`config.mk`:
```
export PLATFORM = sky130hd
export DESIGN_NAME = lamp_matrix_column_scanner_top
export DESIGN_NICKNAME = d
export VERILOG_FILES = /design/src/design/lmcs_pkg.sv /design/src/design/lmcs_pattern.sv /design/src/design/lmcs_emit.sv /design/src/design/lamp_matrix_column_scanner_top.sv
export SDC_FILE = /design/constraint.sdc
export NUM_CORES = 1
export LEC_CHECK = 0
export BUFFER_PORTS_ARGS = -buffer_cell sky130_fd_sc_hd__buf_4
export CAP_MARGIN = 30
export CORE_ASPECT_RATIO = 1.25
export CORE_MARGIN = 1
export CORE_UTILIZATION = 64
export CTS_CLUSTER_SIZE = 20
export DETAILED_ROUTE_END_ITERATION = 8
export MAX_ROUTING_LAYER = met4
export PLACE_DENSITY = 0.91
export SLEW_MARGIN = 10
export SYNTH_ARGS = -nofsm -noshare
export SYNTH_HDL_FRONTEND = slang
export SYNTH_SLANG_ARGS = --single-unit
```
`constraint.sdc`:
```
create_clock -name clk -period 3.7 [get_ports clk]
set_clock_uncertainty 0.05 [all_clocks]
set_input_delay 0.37 -clock clk [delete_from_list [all_inputs] [get_ports clk]]
set_output_delay 0.37 -clock clk [all_outputs]
set_load 0.05 [all_outputs]
```
`src/design/lmcs_pkg.sv`:
```
// Shared types and constants for the lamp matrix column scanner.
`default_nettype none

package lmcs_pkg;

  localparam int unsigned PATTERN_DEPTH = 8;
  localparam int unsigned ROW_W         = 8;
  localparam int unsigned IDX_W         = 3;

  localparam logic CMD_SCAN  = 1'b0;
  localparam logic CMD_WRITE = 1'b1;

  localparam logic PORT_COLUMN = 1'b0;
  localparam logic PORT_ROW    = 1'b1;

  typedef struct packed {
    logic             cmd;
    logic [IDX_W-1:0] column_index;
    logic [ROW_W-1:0] row_bits;
  } in_item_t;

  typedef struct packed {
    logic             port_select;
    logic [ROW_W-1:0] port_value;
    logic             frame_sync;
    logic             last_of_run;
  } out_item_t;

  // Shadow pattern write request.
  typedef struct packed {
    logic             en;
    logic [IDX_W-1:0] idx;
    logic [ROW_W-1:0] data;
  } pat_wr_t;

  // What one scan tick needs to drive its three port writes.
  typedef struct packed {
    logic [ROW_W-1:0] row;
    logic [ROW_W-1:0] col_onehot;
    logic             wrap;
  } scan_info_t;

endpackage

`default_nettype wire

```
`src/design/lmcs_pattern.sv`:
```
// Shadow and active pattern storage with the scan column counter.
`default_nettype none

module lmcs_pattern
  import lmcs_pkg::*;
#(
  parameter int unsigned NUM_COLUMNS = 8
) (
  input  wire logic       clk,
  input  wire logic       rst_n,
  input  wire pat_wr_t    pat_wr,
  input  wire logic       tick,
  output      scan_info_t scan_info
);

  localparam int unsigned COL_W = $clog2(NUM_COLUMNS);
  localparam logic [COL_W-1:0] LAST_COL = COL_W'(NUM_COLUMNS - 1);

  logic [COL_W-1:0] scan_column_r;
  logic [COL_W-1:0] scan_column_nxt;
  logic [ROW_W-1:0] active_r [PATTERN_DEPTH];
  logic [ROW_W-1:0] shadow_r [PATTERN_DEPTH];
  logic [IDX_W-1:0] rd_idx;
  logic             wrap;

  assign rd_idx = IDX_W'(scan_column_r);
  assign wrap   = (scan_column_r == LAST_COL);

  assign scan_column_nxt = wrap ? '0 : scan_column_r + COL_W'(1);

  assign scan_info.row        = active_r[rd_idx];
  assign scan_info.col_onehot = ROW_W'(1) << rd_idx;
  assign scan_info.wrap       = wrap;

  always_ff @(posedge clk) begin
    if (!rst_n) begin
      scan_column_r <= '0;
      for (int i = 0; i < PATTERN_DEPTH; i++) begin
        active_r[i] <= '0;
        shadow_r[i] <= '0;
      end
    end else begin
      if (pat_wr.en) begin
        shadow_r[pat_wr.idx] <= pat_wr.data;
      end
      if (tick) begin
        scan_column_r <= scan_column_nxt;
        // copy the whole shadow at frame end
        if (wrap) begin
          for (int i = 0; i < PATTERN_DEPTH; i++) begin
            active_r[i] <= shadow_r[i];
          end
        end
      end
    end
  end

`ifndef SYNTHESIS
  a_col_in_range: assert property (@(posedge clk) disable iff (!rst_n)
    scan_column_r <= LAST_COL)
    else $error("scan column beyond column count");

  a_wrap_to_zero: assert property (@(posedge clk) disable iff (!rst_n)
    (tick && wrap) |=> (scan_column_r == '0))
    else $error("scan column did not return to zero at frame end");
`endif

endmodule

`default_nettype wire

```
`src/design/lmcs_emit.sv`:
```
// Result register that plays out the three port writes of one scan tick.
`default_nettype none

module lmcs_emit
  import lmcs_pkg::*;
(
  input  wire logic       clk,
  input  wire logic       rst_n,
  input  wire logic       load,
  input  wire scan_info_t scan_info,
  output      logic       free,
  output      logic       out_valid,
  input  wire logic       out_ready,
  output      out_item_t  out_data
);

  typedef enum logic [1:0] {
    BEAT_BLANK,
    BEAT_ROW,
    BEAT_COL
  } beat_t;

  beat_t            beat_r;
  logic             valid_r;
  logic [ROW_W-1:0] row_r;
  logic [ROW_W-1:0] onehot_r;
  logic             wrap_r;
  logic             xfer;

  assign xfer      = valid_r && out_ready;
  assign free      = !valid_r || (out_ready && beat_r == BEAT_COL);
  assign out_valid = valid_r;

  always_ff @(posedge clk) begin
    if (!rst_n) begin
      valid_r <= 1'b0;
      beat_r  <= BEAT_BLANK;
    end else if (load) begin
      valid_r  <= 1'b1;
      beat_r   <= BEAT_BLANK;
      row_r    <= scan_info.row;
      onehot_r <= scan_info.col_onehot;
      wrap_r   <= scan_info.wrap;
    end else if (xfer) begin
      case (beat_r)
        BEAT_BLANK: beat_r <= BEAT_ROW;
        BEAT_ROW:   beat_r <= BEAT_COL;
        BEAT_COL: begin
          valid_r <= 1'b0;
          beat_r  <= BEAT_BLANK;
        end
        default: beat_r <= BEAT_BLANK;
      endcase
    end
  end

  always_comb begin
    case (beat_r)
      BEAT_BLANK: out_data = '{PORT_COLUMN, '0, 1'b0, 1'b0};
      BEAT_ROW:   out_data = '{PORT_ROW, row_r, 1'b0, 1'b0};
      BEAT_COL:   out_data = '{PORT_COLUMN, onehot_r, wrap_r, 1'b1};
      default:    out_data = '{PORT_COLUMN, '0, 1'b0, 1'b0};
    endcase
  end

`ifndef SYNTHESIS
  a_sync_on_last: assert property (@(posedge clk) disable iff (!rst_n)
    (out_valid && out_data.frame_sync) |-> out_data.last_of_run)
    else $error("frame sync off the last write");

  a_run_continues: assert property (@(posedge clk) disable iff (!rst_n)
    (xfer && beat_r != BEAT_COL) |=> (out_valid && beat_r != BEAT_BLANK))
    else $error("tick run dropped before its last write");

  a_load_when_free: assert property (@(posedge clk) disable iff (!rst_n)
    load |-> free)
    else $error("tick loaded over a pending run");
`endif

endmodule

`default_nettype wire

```
`src/design/lamp_matrix_column_scanner_top.sv`:
```
// Top level of the lamp matrix column scanner.
`default_nettype none

// Double-buffered column scanner for a lamp matrix of NUM_COLUMNS columns by
// 8 rows. Each input transfer is either a pattern write (cmd = 1), which
// stores row_bits into the shadow pattern at column_index and gives no
// result, or a scan tick (cmd = 0), which gives three result transfers in
// order: column port blanked to zero, row port loaded with the active
// pattern byte of the current column, and column port set to the one-hot
// code of that column (last_of_run set). The column counter then advances;
// at its wrap the active pattern copies the shadow pattern and the third
// write carries frame_sync, so a new pattern shows from the next frame on.
// Timing: an input transfer is registered in an input register on
// acceptance. A pattern write retires from there at once, so writes sustain
// one per cycle while no scan tick is held ahead of them. A scan tick moves
// into the result register, which presents its three writes in order as
// out_ready takes them; the next tick can load as the third write is taken.
// The input register accepts while a run drains, until it holds a tick waiting
// for the result register; a tick passes the input register, then the result
// register. Reset clears both patterns (all lamps off) and the counter.

module lamp_matrix_column_scanner_top
  import lmcs_pkg::*;
#(
  parameter int unsigned NUM_COLUMNS = 8
) (
  input  wire logic      clk,
  input  wire logic      rst_n,
  input  wire logic      in_valid,
  output      logic      in_ready,
  input  wire in_item_t  in_data,
  output      logic      out_valid,
  input  wire logic      out_ready,
  output      out_item_t out_data
);

  in_item_t   stage_r;
  logic       stage_valid_r;
  logic       stage_consume;
  logic       emit_free;
  logic       tick;
  pat_wr_t    pat_wr;
  scan_info_t scan_info;

  // Retire a pattern write at once; hold a tick until the result register
  // can take a new run.
  assign stage_consume = stage_valid_r && (stage_r.cmd == CMD_WRITE || emit_free);
  assign in_ready      = !stage_valid_r || stage_consume;

  assign tick        = stage_valid_r && stage_r.cmd == CMD_SCAN && emit_free;
  assign pat_wr.en   = stage_valid_r && stage_r.cmd == CMD_WRITE;
  assign pat_wr.idx  = stage_r.column_index;
  assign pat_wr.data = stage_r.row_bits;

  always_ff @(posedge clk) begin
    if (!rst_n) begin
      stage_valid_r <= 1'b0;
    end else if (in_valid && in_ready) begin
      stage_valid_r <= 1'b1;
      stage_r       <= in_data;
    end else if (stage_consume) begin
      stage_valid_r <= 1'b0;
    end
  end

  lmcs_pattern #(
    .NUM_COLUMNS(NUM_COLUMNS)
  ) u_pattern (
    .clk      (clk),
    .rst_n    (rst_n),
    .pat_wr   (pat_wr),
    .tick     (tick),
    .scan_info(scan_info)
  );

  lmcs_emit u_emit (
    .clk      (clk),
    .rst_n    (rst_n),
    .load     (tick),
    .scan_info(scan_info),
    .free     (emit_free),
    .out_valid(out_valid),
    .out_ready(out_ready),
    .out_data (out_data)
  );

`ifndef SYNTHESIS
  a_write_retires: assert property (@(posedge clk) disable iff (!rst_n)
    (stage_valid_r && stage_r.cmd == CMD_WRITE) |-> in_ready)
    else $error("pattern write held in input register");
`endif

endmodule

`default_nettype wire
```
# After elaboration in Yosys (flattened, before gate mapping)
# Memories as Yosys holds them, arrays and structs flattened. A register that Yosys moved wholly into a read port is not among the register bits.
# Index checks and enable logic that the tools add are counted.
# word_totals
inputBits,16
reg_bits,28
ramBits,128
out_inout_bits,13
n_memories,2
# mem_list
name,depth,word_bits,read_ports,rd_clocked_by_memory_dff,wr,line,text
u_pattern.active_r,8,8,1,1,8,lmcs_pattern.sv:21,logic [ROW_W-1:0] active_r [PATTERN_DEPTH];
u_pattern.shadow_r,8,8,8,0,8,lmcs_pattern.sv:22,logic [ROW_W-1:0] shadow_r [PATTERN_DEPTH];
# classes
shifts,1
muxes,27
addsub,1
bitwise,10
eq_ne,3
reduce_logical,21
# op_table
cell,count
8-bit two-way mux,9
11-bit one-hot mux with 2 select lines,1
1-bit two-way mux,14
1-bit OR,8
8-bit OR reduction,1
1-bit by 3-bit left shift with 8-bit output (first input constant),1
1-bit logical AND,7
3-bit two-way mux,2
2-bit AND reduction,3
2-bit nonzero test,3
2-bit one-hot mux with 2 select lines,1
3-bit by 1-bit adder with 3-bit output (second input constant),1
3-bit == test (second input constant),1
1-bit logical OR,3
2-bit by 1-bit == test with 1-bit output (second input constant),1
2-bit == test (second input constant),1
1-bit zero test,2
2-bit zero test,1
1-bit inverter,2
2-bit OR reduction,1

# Longest topological paths before layout
# Gate-level depths: netlist of the first run.
# depth
ltp_word,8
ltp_mapped,8

# Hierarchy
# From an unflattened synthesis of the first run, not the netlist that was laid out.
# hier_totals
hier_cells,438
area_unflattened_um2,6916.6
# modules_own_cells
module,cells_per_inst,area_per_inst_um2,instances
lmcs_pattern,361,5642.9,1
lmcs_emit,57,844.6,1
lamp_matrix_column_scanner_top,20,429.2,1

# Worst setup path after synthesis of the first run
# OpenSTA, ideal clock, no wires.
# synth_timing
path_kind,register to register
start,reg u_emit.beat_r[0]
end,mem u_pattern.active_r[0][0] (enable)
setup_ps,395
n_path_buf,1
arrival_ps,2023
period_less_slack_ps,2468
setup_slack_ps,1232
path_stages_with_launch,7
cell_sequence,dfxtp_1 -> inv_1 -> ha_1 -> buf_2 -> a21boi_2 -> nor2_2 -> a21bo_2
# synth_rtl
item,line,text
"start, declared",lmcs_emit.sv:23,beat_t beat_r;
"start signal, assigned",lmcs_emit.sv:37,beat_r <= BEAT_BLANK;
"start signal, assigned",lmcs_emit.sv:40,beat_r <= BEAT_BLANK;
"start signal, assigned",lmcs_emit.sv:46,BEAT_BLANK: beat_r <= BEAT_ROW;
"end, declared",lmcs_pattern.sv:21,

==> impl_results.rst, run 1 <==
.. list-table::
   :header-rows: 1

   * - Metric
     - Value
   * - Status
     - completed
   * - Overflow left after global routing
     - 0
   * - Maximum fanout along the worst path
     - 40
   * - Cell area after layout
     - 7810 µm²
   * - Die X
     - 94.4 µm
   * - Post-synthesis instance area
     - 6830 µm²
   * - Max incr delay on CP
     - 0.61 ns
   * - DRC violations left
     - 0
   * - Main flop type after synthesis
     - edfxtp_1
   * - Critical-path cell with the highest stage delay
     - a21bo_2
   * - Power, Total
     - between 0.004 and 0.005 W
   * - Full die area
     - 11,100 µm²
   * - Average size of a mapped cell
     - approximately 16 µm²
   * - Number of hold violations in the final report
     - 0
   * - Final design utilization
     - around 76%
   * - Critical path start-end classification
     - register to register
   * - Capturing element type of the critical path
     - register
   * - Final count of pins violating max slew
     - 0
   * - Nets
     - 502
   * - Seq/Total Area, Yosys
     - 71.1%
   * - Post-detail-place hpwl
     - 7660 µm
   * - Antenna Violating Nets Remaining
     - 0
   * - Skew-Pair Late Insertion Delay
     - 0.42 ns
   * - Routability Congestion
     - 0.892
   * - Wire per inst
     - about 20 µm
   * - Instance area after placement
     - slightly above 7000 µm²
   * - Fill cell total of the finished layout
     - 536
   * - Detailed-router iteration count before antenna repair
     - 4
   * - Via count
     - 3,558
   * - Fraction of synthesized cell area taken by the top area cell type
     - ~69%
   * - Share of synthesized registers carrying an async set or reset
     - 0%
   * - Leakage
     - approximately 2.9 nW
   * - Normalized max-slew margin
     - approximately 53%
   * - Die span in y
     - 118 µm
   * - CTS max path bufs
     - 2
   * - Number of H-tree levels
     - 4
   * - Worst hold path type
     - input port to register
   * - Overall fraction of global-route tracks in use
     - around 25%
   * - IO Port Bufs
     - 28
   * - Register-to-register path setup slack
     - 1.07 ns
   * - Max-cap violations
     - 0
   * - Starting density of the core
     - 66.6%
   * - Minimum period implied by the final worst setup slack
     - 2.63 ns
   * - Number of global-route vias before repair
     - 3,592
   * - CTS-repair resized insts
     - 0
   * - Cell count after synthesis
     - 438
   * - Avg Vias per Cell
     - 5.76
   * - Number of placed instances, taps included
     - between 500 and 600
   * - Number of post-CTS setup repair buffers
     - 0
   * - Critical path cell sequence
     - inv_1 -> ha_1 -> a21boi_2 -> nor2_2 -> a21bo_2 -> buf_12
   * - Dominant cells by area after synthesis
     - edfxtp_1 (69%), and2_1 (12%), mux4_2 (5.3%)
   * - Arrival time of data at the critical path endpoint
     - ~2.7 ns
   * - Number of design-rule violations left by the first detailed-router iteration
     - 254
   * - Antenna violations before repair
     - 0
   * - Synth Net Count
     - 464
   * - CTS tree
     - built
   * - Largest vdd supply drop
     - 437 µV
   * - Unrepaired setup endpoints after global routing
     - false
   * - Required time worst endpoint
     - 3.76 ns
   * - Final sum of negative setup slack
     - 0 ns
   * - Clock transition time at the flip-flop clock pins of the worst setup and hold paths
     - 0.06 ns
   * - Count of flip-flops with a built-in enable after synthesis
     - between 150 and 200
   * - Flip-flop and latch count after synthesis
     - 164
   * - Count of hold buffers inserted by post-cts repair
     - 0
   * - Critical path launch point type
     - register
   * - Wire length of the first global-routing pass
     - between 15,000 and 20,000 µm
   * - Number of standard-cell rows in the floorplan
     - 41
   * - Post-Layout Cell Count
     - 618
   * - Proportion of layout cells with a drive suffix above 1
     - 18.4%
   * - Most common library cell in the layout ignoring fill and taps
     - edfxtp_1
   * - Number of setup violations in the final report
     - 0
   * - Transition time at the pin with the least slew margin
     - 0.711 ns
   * - Number of unique standard cell types used by synthesis
     - 31
   * - Largest net degree at the start of global routing
     - about 50
   * - Placeable core region
     - 10,300 µm²
   * - Sink Count
     - about 160
   * - Sum of routed wire length over all layers
     - 12,100 µm
   * - I/O pin count
     - 29
   * - Fraction of the cycle the final worst path needs
     - 71.2%
   * - Antenna cell count
     - 0
   * - Ys Warns
     - 0
   * - Synthesis-to-layout area growth
     - 14.4%
   * - Commonest non-fill, non-tap cells in the layout
     - edfxtp_1 (157), and2_1 (133), nand2_1 (34)
   * - Number of clock buffers inserted by TritonCTS
     - 17
   * - Clock root buffer master
     - clkbuf_16
   * - Most area-hungry cell type in the Yosys netlist
     - edfxtp_1
   * - PD cells
     - 528 nW/µm²
   * - FMAX
     - ~380 MHz
-- per-layer routing --
layer	part of all wire [%]	GRT usage, %
met5	0	-
met4	3.5	11.6
met2	52	39.5
met1	38	29.1
met3	6.3	6.91
-- Yosys cell counts, types with 5 or more instances --
cell type,number
nand2_1,34
a22oi_1,8
nor2b_1,14
clkbuf_1,8
nor2_1,5
mux2i_1,5
ha_1,10
and2_1,133
dfxtp_1,7
edfxtp_1,157
nand2b_1,6
mux4_2,16
-- kinds of logic (layout without fill, tap and decap cells) --
| family | count (synthesis) | after routing | synth area share [%] |
|---|---|---|---|
| adder cells (fa/ha/maj) | 10 | 10 | 1.83 |
| flip-flops | 164 | 164 | 71.1 |
| AND/OR/NAND/NOR | 206 | 206 | 17.9 |
| buffers and inverters | 21 | 72 | 1.56 |
| multiplexers | 21 | 21 | 6.01 |
| AO/OA/AOI/OAI | 16 | 16 | 1.67 |
-- power by group --
part | leakage, nW | internal [W] | total [W] | switching, W
Sequential | 1.63 | 0.00210 | 0.00214 | 0.0000347
Combinational | 0.932 | 0.0000432 | 0.000114 | 0.0000708
Clock | 0.304 | 0.00119 | 0.00187 | 0.000680
-- state kept, by name (all words and copies together), names as in the netlist --
register            cells
u_emit.beat_r           2
u_pattern.active_r     64
u_pattern.rd_idx        3
stage_r                 1
u_pattern.shadow_r     64
u_emit.onehot_r         8
u_emit.wrap_r           1
pat_wr                 11
u_emit.row_r            8
stage_valid_r           1
u_emit.out_valid        1
-- per-stage QoR --
| stage | hold WS [ns] | worst slack (ns) |
|---|---|---|
| 3_3_place_gp | 0.453 | 1.24 |
| 2_1_floorplan | 0.419 | 1.23 |
| 6_report | 0.0752 | 1.07 |
| 4_1_cts | 0.0579 | 1.05 |
| 3_5_place_dp | 0.456 | 1.10 |
| 5_1_grt | 0.0518 | 0.883 |
-- area by class of cell --
class | count | area [µm²] | share of cell area (%)
Clock inverter | 14 | 209 | 2.67
Sequential cell | 164 | 4850 | 62.1
Timing Repair Buffer | 36 | 275 | 3.52
Inverter | 4 | 15.0 | 0.192
Multi-Input combinational cell | 253 | 1870 | 23.9
Tap cell | 129 | 161 | 2.07
Clock buffer | 18 | 429 | 5.49
-- worst paths after layout --
| kind | end | start | depth (start not counted) |
|---|---|---|---|
| max | u_pattern.active_r[6][1] | u_emit.beat_r[0] | 6 |
| min | pat_wr[1] | in_data[1] | 1 |
| max reg2reg | u_pattern.active_r[6][1] | u_emit.beat_r[0] | 6 |
| min reg2reg | u_pattern.active_r[0][0] | u_pattern.shadow_r[0][0] | 1 |
-- critical path: cells and delay by family, from the launching register on --
kind            cells  cell delay (ns)
flops               1             0.34
fa+ha+maj           1             0.38
compound gates      2             0.79
buf+inv             2             0.41
simple gates        1             0.34
Power figures use the tool's default switching activity.
==> run 2, diff against run 1 <==
ABC_AREA = 1   (was unset)
CORE_UTILIZATION = 55   (was 64)
PLACE_DENSITY = 0.84   (was 0.91)
clock period = 2.15 ns   (was 3.7 ns; I/O delays follow)
==> run 2 against run 1 <==
Net effect: sequential share of layout area is 5.0 points lower; total power is 73% higher; synthesized area is 6.8% higher; final cell count is 52% higher; non-clock buffer count is 20 higher; critical path depth is 1 lower; largest cell class unchanged; largest power group unchanged.
==> impl_results.rst, run 2 <==
.. list-table::
   :header-rows: 1

   * - Metric
     - Value
   * - Detailed-router iteration count before antenna repair
     - 5 (+1)
   * - Combinational family with the most area after synthesis
     - simple AND/OR/NAND/NOR gates
   * - Synth Net Count
     - 729 (+57%)
   * - Number of post-CTS setup repair buffers
     - 0 (unchanged)
   * - Number of unique standard cell types used by synthesis
     - 21 (-32%)
   * - Number of hold violations in the final report
     - 0 (unchanged)
   * - Antenna Violating Nets Remaining
     - 0 (unchanged)
   * - PD cells
     - 839 nW/µm² (+59%)
   * - Final sum of negative setup slack
     - 0 ns (unchanged)
   * - CTS max path bufs
     - 2 (unchanged)
   * - Fraction of the cycle the final worst path needs
     - 98.4%
   * - Proportion of layout cells with a drive suffix above 1
     - 14.2% (-4.2 points)
   * - I/O pin count
     - 29 (unchanged)
   * - Final count of pins violating max slew
     - 0 (unchanged)
   * - Transition time at the pin with the least slew margin
     - 0.489 ns (-0.222 ns)
   * - Number of design-rule violations left by the first detailed-router iteration
     - 304 (+20%)
   * - Main flop type after synthesis
     - edfxtp_1
   * - Full die area
     - 13,700 µm² (+24%)
   * - Required time worst endpoint
     - 1.88 ns (-1.88 ns)
   * - Average size of a mapped cell
     - 10.4 µm² (-33%)
   * - Fraction of synthesized cell area taken by the top area cell type
     - 64.6% (-4.4 points)
   * - Seq/Total Area, Yosys
     - 66.6% (-4.5 points)
   * - CTS tree
     - built
   * - FMAX
     - 473 MHz
   * - Largest vdd supply drop
     - 463 µV (+5.9%)
   * - Sink Count
     - 164 (unchanged)
   * - Minimum period implied by the final worst setup slack
     - 2.11 ns
   * - IO Port Bufs
     - 28 (unchanged)
   * - Number of standard-cell rows in the floorplan
     - 46 (+12%)
   * - Status
     - completed
   * - Worst r2r path cells
     - 4 (-2)
   * - Mux cell area share after synthesis
     - 0% (-6.0 points)
   * - Worst hold path type
     - input port to register
   * - Multi-input gate area in the final layout
     - 1750 µm² (-6.5%)
   * - Antenna cell count
     - 0 (unchanged)
   * - Avg Vias per Cell
     - 4.97 (-14%)
   * - Antenna violations before repair
     - 0 (unchanged)
   * - Die span in y
     - 131 µm (+11%)
   * - Combined flip-flop and latch cell area
     - 4860 µm² (about the same)
   * - Post-synthesis instance area
     - 7290 µm² (+6.8%)
   * - Dominant cells by area after synthesis
     - edfxtp_1 (65%), nand2_1 (8.5%), inv_1 (7.9%)
   * - Fill cell total of the finished layout
     - 857 (+60%)
   * - Nets
     - 783 (+56%)
   * - Most common library cell in the layout ignoring fill and taps
     - nand2_1
   * - Overflow left after global routing
     - 0 (unchanged)
   * - Leakage
     - 3.75 nW (+31%)
   * - Flip-flop and latch count after synthesis
     - 164 (unchanged)
   * - Post-detail-place hpwl
     - 9340 µm (+22%)
   * - Cell count after synthesis
     - 703 (+61%)
   * - Ys Warns
     - 0 (unchanged)
   * - Most area-hungry cell type in the Yosys netlist
     - edfxtp_1
   * - Number of H-tree levels
     - 4 (unchanged)
   * - Synthesis-to-layout area growth
     - 16.6%
   * - Arrival time of data at the critical path endpoint
     - 1.85 ns (-0.84 ns)
   * - Count of flip-flops with a built-in enable after synthesis
     - 157 (unchanged)
   * - Number of global-route vias before repair
     - 4,662 (+30%)
   * - Post-synthesis share of cell area spent on and, or, nand and nor gates
     - 20.7% (+2.8 points)
   * - Placeable core region
     - 12,800 µm² (+25%)
   * - Number of clock buffers inserted by TritonCTS
     - 17 (unchanged)
   * - Largest net degree at the start of global routing
     - 65 (+33%)
   * - Commonest non-fill, non-tap cells in the layout
     - nand2_1 (166), edfxtp_1 (157), inv_1 (153)
   * - Clock root buffer master
     - clkbuf_16
   * - Capturing element type of the critical path
     - primary output
   * - Number of cells on the worst hold path
     - 3 (+2)
   * - Synth Area in Adders
     - 1.72% (-0.12 points)
   * - Starting density of the core
     - 56.8% (-9.7 points)
   * - Wire per inst
     - 14.6 µm (-25%)
   * - Sum of routed wire length over all layers
     - 13,700 µm (+13%)
   * - DRC violations left
     - 0 (unchanged)
   * - Routability Congestion
     - 0.932 (+4.4%)
   * - Critical path start-end classification
     - register to primary output
   * - Die X
     - 105 µm (+11%)
   * - Normalized max-slew margin
     - 67.2% (+15 points)
   * - Power, Total
     - 0.00714 W (+73%)
   * - Overall fraction of global-route tracks in use
     - 22.4% (-2.4 points)
   * - Share of synthesized registers carrying an async set or reset
     - 0% (unchanged)
   * - Unrepaired setup endpoints after global routing
     - true
   * - Number of setup violations in the final report
     - 0 (unchanged)
   * - Max-cap violations
     - 0 (unchanged)
   * - Critical path launch point type
     - register
   * - Top cells by instance count after synthesis
     - nand2_1 (166), edfxtp_1 (157), inv_1 (154), nor2_1 (104), nand3_1 (38)
   * - Skew-Pair Late Insertion Delay
     - 0.43 ns (about the same)
   * - Via count
     - 4,658 (+31%)
   * - Clock transition time at the flip-flop clock pins of the worst setup and hold paths
     - 0.06 ns (about the same)
   * - Post-synthesis xor/xnor area fraction
     - 0% (unchanged)
   * - Synthesized-area fraction occupied by ao, oa, aoi and oai cells
     - 1.12% (-0.55 points)
   * - Most frequently used cell type in the post-synthesis netlist
     - nand2_1
   * - Wire length of the first global-routing pass
     - 22,300 µm (+19%)
   * - Maximum fanout along the worst path
     - 4 (-90%)
==> run 2: cell types whose count changed in the layout (fill, tap and decap cells not counted), sizes merged, moves of 14 or more <==
cell | previous run | this run
nor2b | 14 | 0
nor2 | 6 | 126
mux4 | 16 | 0
nand2 | 34 | 170
and2 | 133 | 0
inv | 4 | 160
nand3 | 1 | 38
==> run 2: layer usage <==
metal / GRT usage (%) / routed length [µm] / vias to the layer above
met1: 23.6 / 5260 / 2169
met4: 10.2 / 365 / 0
met3: 5.01 / 589 / 32
li1: - / - / 2285
met5: - / 0 / -
met2: 40.3 / 7500 / 172
==> run 2: cell families (layout without fill, tap and decap cells) <==
logic type               after synthesis  count (layout)
AO/OA/AOI/OAI                         16              16
buffers and inverters                178             245
AND/OR/NAND/NOR                      335             335
flip-flops                           164             164
adder cells (fa/ha/maj)               10              10
==> run 2: what timing repair did <==
| action | 4_1_cts | 5_1_grt |
|---|---|---|
| endpoints found under the setup margin | 0 | 8 |
| resized for setup | 0 | 2 |
| hold endpoints to repair | 13 | 0 |
| hold buffers | 13 | 0 |
==> run 2: critical path, cell delays in order, from the launching register on <==
cell	delay (ns)
dfxtp_2	0.38
inv_1	0.10
ha_2	0.39
clkinvlp_2	0.17
a21oi_1	0.17
buf_4	0.22
==> run 2: power by group <==
group / leakage, nW / internal [W] / switching, W
Sequential: 1.60 / 0.00362 / 0.0000431
Clock: 0.299 / 0.00186 / 0.00128
Combinational: 1.85 / 0.000105 / 0.000234
Total: 3.75 / 0.00558 / 0.00156
==> run 2: cell type report <==
cell class / count / area share, %
inverters: 156 / 6.93
clock buffers: 17 / 5.00
repair buffers: 56 / 5.62
flip-flops and latches: 164 / 57.1
repair inverters: 1 / 0.0588
clock inverters: 15 / 2.28
multi-input cells: 361 / 20.5
well taps: 168 / 2.47
==> run 2: metrics by stage <==
stage / worst slack, ns / area (µm²) / util (%) / std cells / hold WS (ns)
2_1_floorplan: -0.294 / 7330 / - / 703 / 0.264
3_3_place_gp: 0.361 / 7750 / 60.4 / 892 / 0.344
3_5_place_dp: 0.248 / 7750 / 60.4 / 892 / 0.344
4_1_cts: 0.00389 / 8500 / 66.2 / 937 / 0.000734
5_1_grt: -0.0267 / 8510 / 66.3 / 938 / 0.0236
6_report: 0.0355 / 8510 / 66.3 / 938 / 0.0143
==> run 2: path summary, 6_finish.rpt <==
| check | start | end | slack (ns) |
|---|---|---|---|
| hold / removal | rst_n | stage_valid_r | 0.01 |
| setup / recovery | u_emit.beat_r[1] | out_data[6] | 0.04 |
| hold reg to reg | u_emit.beat_r[0] | u_emit.beat_r[0] | 0.46 |
| setup reg to reg | stage_r[11] | u_pattern.shadow_r[2][1] | 0.21 |
==> run 3, diff against run 2 <==
CORE_UTILIZATION = 61   (was 55)
PLACE_DENSITY = unset   (was 0.84)
PLACE_DENSITY_LB_ADDON = 0.3   (was unset)
RECOVER_POWER = 50   (was unset)
clock period = 2.3 ns   (was 2.15 ns; I/O delays follow)
==> run 3 against run 2 <==
Net effect: count of clock-buffer cells in the layout up 2; clock power down 13%; hold slack worse by 0.0071 ns; critical path type is now register to register; largest cell class unchanged.
==> impl_results.rst, run 3 (same netlist as run 2, synthesis figures left out) <==
.. list-table::
   :header-rows: 1

   * - Metric
     - Value
   * - Overflow left after global routing
     - 0 (unchanged)
   * - Wire length of the first global-routing pass
     - 21,100 µm (-5.1%)
   * - Number of setup violations in the final report
     - 0 (unchanged)
   * - Worst hold path type
     - input port to register
   * - Sink Count
     - 164 (unchanged)
   * - Routability Congestion
     - 0.872 (-6.4%)
   * - Avg Vias per Cell
     - 4.97 (about the same)
   * - Final count of pins violating max slew
     - 0 (unchanged)
   * - Leakage
     - 3.69 nW (-1.4%)
   * - Fill cell total of the finished layout
     - 757 (-12%)
   * - Register-to-register path setup slack
     - 0.17 ns (-0.04 ns)
   * - Worst Hold Endpoint
     - stage_valid_r
   * - Nets
     - 777 (-0.77%)
   * - Minimum period implied by the final worst setup slack
     - 2.13 ns
   * - Antenna cell count
     - 0 (unchanged)
   * - Transition time at the pin with the least slew margin
     - 0.658 ns (+0.170 ns)
   * - Via count
     - 4,592 (-1.4%)
   * - Proportion of layout cells with a drive suffix above 1
     - 11.0% (-3.1 points)
   * - CTS-repair resized insts
     - 0 (unchanged)
   * - Arrival time of data at the critical path endpoint
     - 2.16 ns (+0.31 ns)
   * - Skew-Pair Late Insertion Delay
     - 0.42 ns (about the same)
   * - Largest vdd supply drop
     - 737 µV (+59%)
   * - Commonest non-fill, non-tap cells in the layout
     - nand2_1 (166), edfxtp_1 (157), inv_1 (153)
   * - Post-detail-place hpwl
     - 8950 µm (-4.1%)
   * - Number of global-route vias before repair
     - 4,450 (-4.5%)
   * - Clock root buffer master
     - clkbuf_16
   * - Antenna violations before repair
     - 0 (unchanged)
   * - Number of H-tree levels
     - 4 (unchanged)
   * - Full die area
     - 12,400 µm² (-9.7%)
   * - Count of hold buffers inserted by post-cts repair
     - 12 (-1)
   * - Launch instance of the worst register-to-register path
     - stage_valid_r
   * - Number of design-rule violations left by the first detailed-router iteration
     - 495 (+63%)
   * - Unrepaired setup endpoints after global routing
     - false
   * - Cell area after layout
     - 8300 µm² (-2.4%)
   * - Detailed-router iteration count before antenna repair
     - 5 (unchanged)
   * - CTS tree
     - built
   * - Largest net degree at the start of global routing
     - 65 (unchanged)
   * - PD cells
     - 777 nW/µm² (-7.4%)
   * - Power, Total
     - 0.00646 W (-9.6%)
   * - Hold slack final
     - 0.00719 ns (-0.00710 ns)
   * - Starting density of the core
     - 62.8% (+6.0 points)
   * - Capturing element type of the critical path
     - register
   * - DRC violations left
     - 0 (unchanged)
   * - Overall fraction of global-route tracks in use
     - 23.7% (+1.3 points)
   * - Antenna Violating Nets Remaining
     - 0 (unchanged)
   * - Number of standard-cell rows in the floorplan
     - 44 (-4.3%)
   * - Synthesis-to-layout area growth
     - 13.9%
   * - Clock transition time at the flip-flop clock pins of the worst setup and hold paths
     - 0.06 ns (about the same)
   * - FMAX
     - around 470 MHz
   * - IO Port Bufs
     - 28 (unchanged)
   * - I/O pin count
     - 29 (unchanged)
   * - Number of cells on the worst hold path
     - 3 (unchanged)
   * - CTS max path bufs
     - 2 (unchanged)
   * - Fraction of the cycle the final worst path needs
     - 92.6%
   * - Most common library cell in the layout ignoring fill and taps
     - nand2_1
   * - Required time worst endpoint
     - 2.33 ns (+0.45 ns)
   * - Maximum fanout along the worst path
     - 64 (+60)
   * - R2R Path End
     - u_pattern.active_r[2][5]
   * - Launch instance of the worst min-delay path
     - in_valid
   * - Number of clock buffers inserted by TritonCTS
     - 17 (unchanged)
   * - Instance area after placement
     - 7720 µm² (-0.34%)
   * - Max-cap violations
     - 0 (unchanged)
   * - Status
     - completed
   * - Critical path start-end classification
     - register to register
   * - Placeable core region
     - 11,600 µm² (-9.5%)
   * - Critical path launch point type
     - register
   * - Worst r2r path cells
     - 5 (+1)
   * - Die X
     - 99.8 µm (-4.9%)
   * - Number of hold violations in the final report
     - 0 (unchanged)
   * - Number of post-CTS setup repair buffers
     - 0 (unchanged)
   * - Die span in y
     - 124 µm (-5.0%)
   * - Sum of routed wire length over all layers
     - 13,000 µm (-5.4%)
   * - Final sum of negative setup slack
     - 0 ns (unchanged)
   * - Wire per inst
     - 14.1 µm (-3.9%)
   * - Normalized max-slew margin
     - 55.9% (-11 points)
run 3: cell types whose count changed in the layout (fill, tap and decap cells not counted), sizes merged:
cell | before | now
dlygate4sd3 | 13 | 12
inv | 160 | 154
clkinvlp | 4 | 1
clkbuf | 17 | 34
buf | 43 | 24
clkinv | 5 | 10
run 3: routing by layer:
layer / routed length [µm] / vias to the layer above / global-route usage (%)
li1: - / 2265 / -
met1: 5100 / 2094 / 27.2
met2: 6640 / 183 / 39.3
met3: 731 / 50 / 4.55
met4: 510 / 0 / 12.2
met5: 0 / - / -
run 3: per-stage QoR:
step / utilization [%] / instances / worst slack (ns)
final: 71.5 / 924 / 0.171
after CTS: 72.4 / 924 / 0.237
after global placement: 66.5 / 881 / 0.487
after detailed placement: 66.5 / 881 / 0.424
after global routing: 71.5 / 924 / 0.0520
after floorplan: - / 703 / -0.144
run 3: critical path: stages, from the launching register on:
cell,delay (ns)
dfxtp_1,0.37
inv_1,0.07
nor2_1,0.51
nand2_8,0.13
a21oi_1,0.29
buf_12,0.32
run 3: final cells by class:
type | instances | area [µm²] | share of cell area, %
flip-flops and latches | 164 | 4860 | 58.5
clock buffers | 19 | 433 | 5.21
repair buffers | 51 | 423 | 5.09
multi-input cells | 361 | 1670 | 20.1
clock inverters | 12 | 139 | 1.67
well taps | 161 | 201 | 2.43
inverters | 156 | 586 | 7.05
run 3: report_power, final:
group	switching, W	internal [W]
Clock	0.00105	0.00168
Sequential	0.0000367	0.00338
Combinational	0.000211	0.0000906
run 3: how the worst max path moves through the flow:
stage / endpoint / slack (ns) / cells past startpoint / startpoint
3_3_place_gp: u_pattern.active_r[4][2] / 0.49 / 9 / u_emit.beat_r[0]
5_1_grt: in_ready / 0.05 / 4 / stage_valid_r
6_report: u_pattern.active_r[2][5] / 0.17 / 5 / stage_valid_r
3_5_place_dp: u_pattern.shadow_r[4][2] / 0.42 / 4 / stage_r[11]
2_1_floorplan: u_pattern.active_r[0][0] / -0.14 / 7 / u_emit.beat_r[0]
4_1_cts: out_data[8] / 0.24 / 5 / u_emit.beat_r[1]
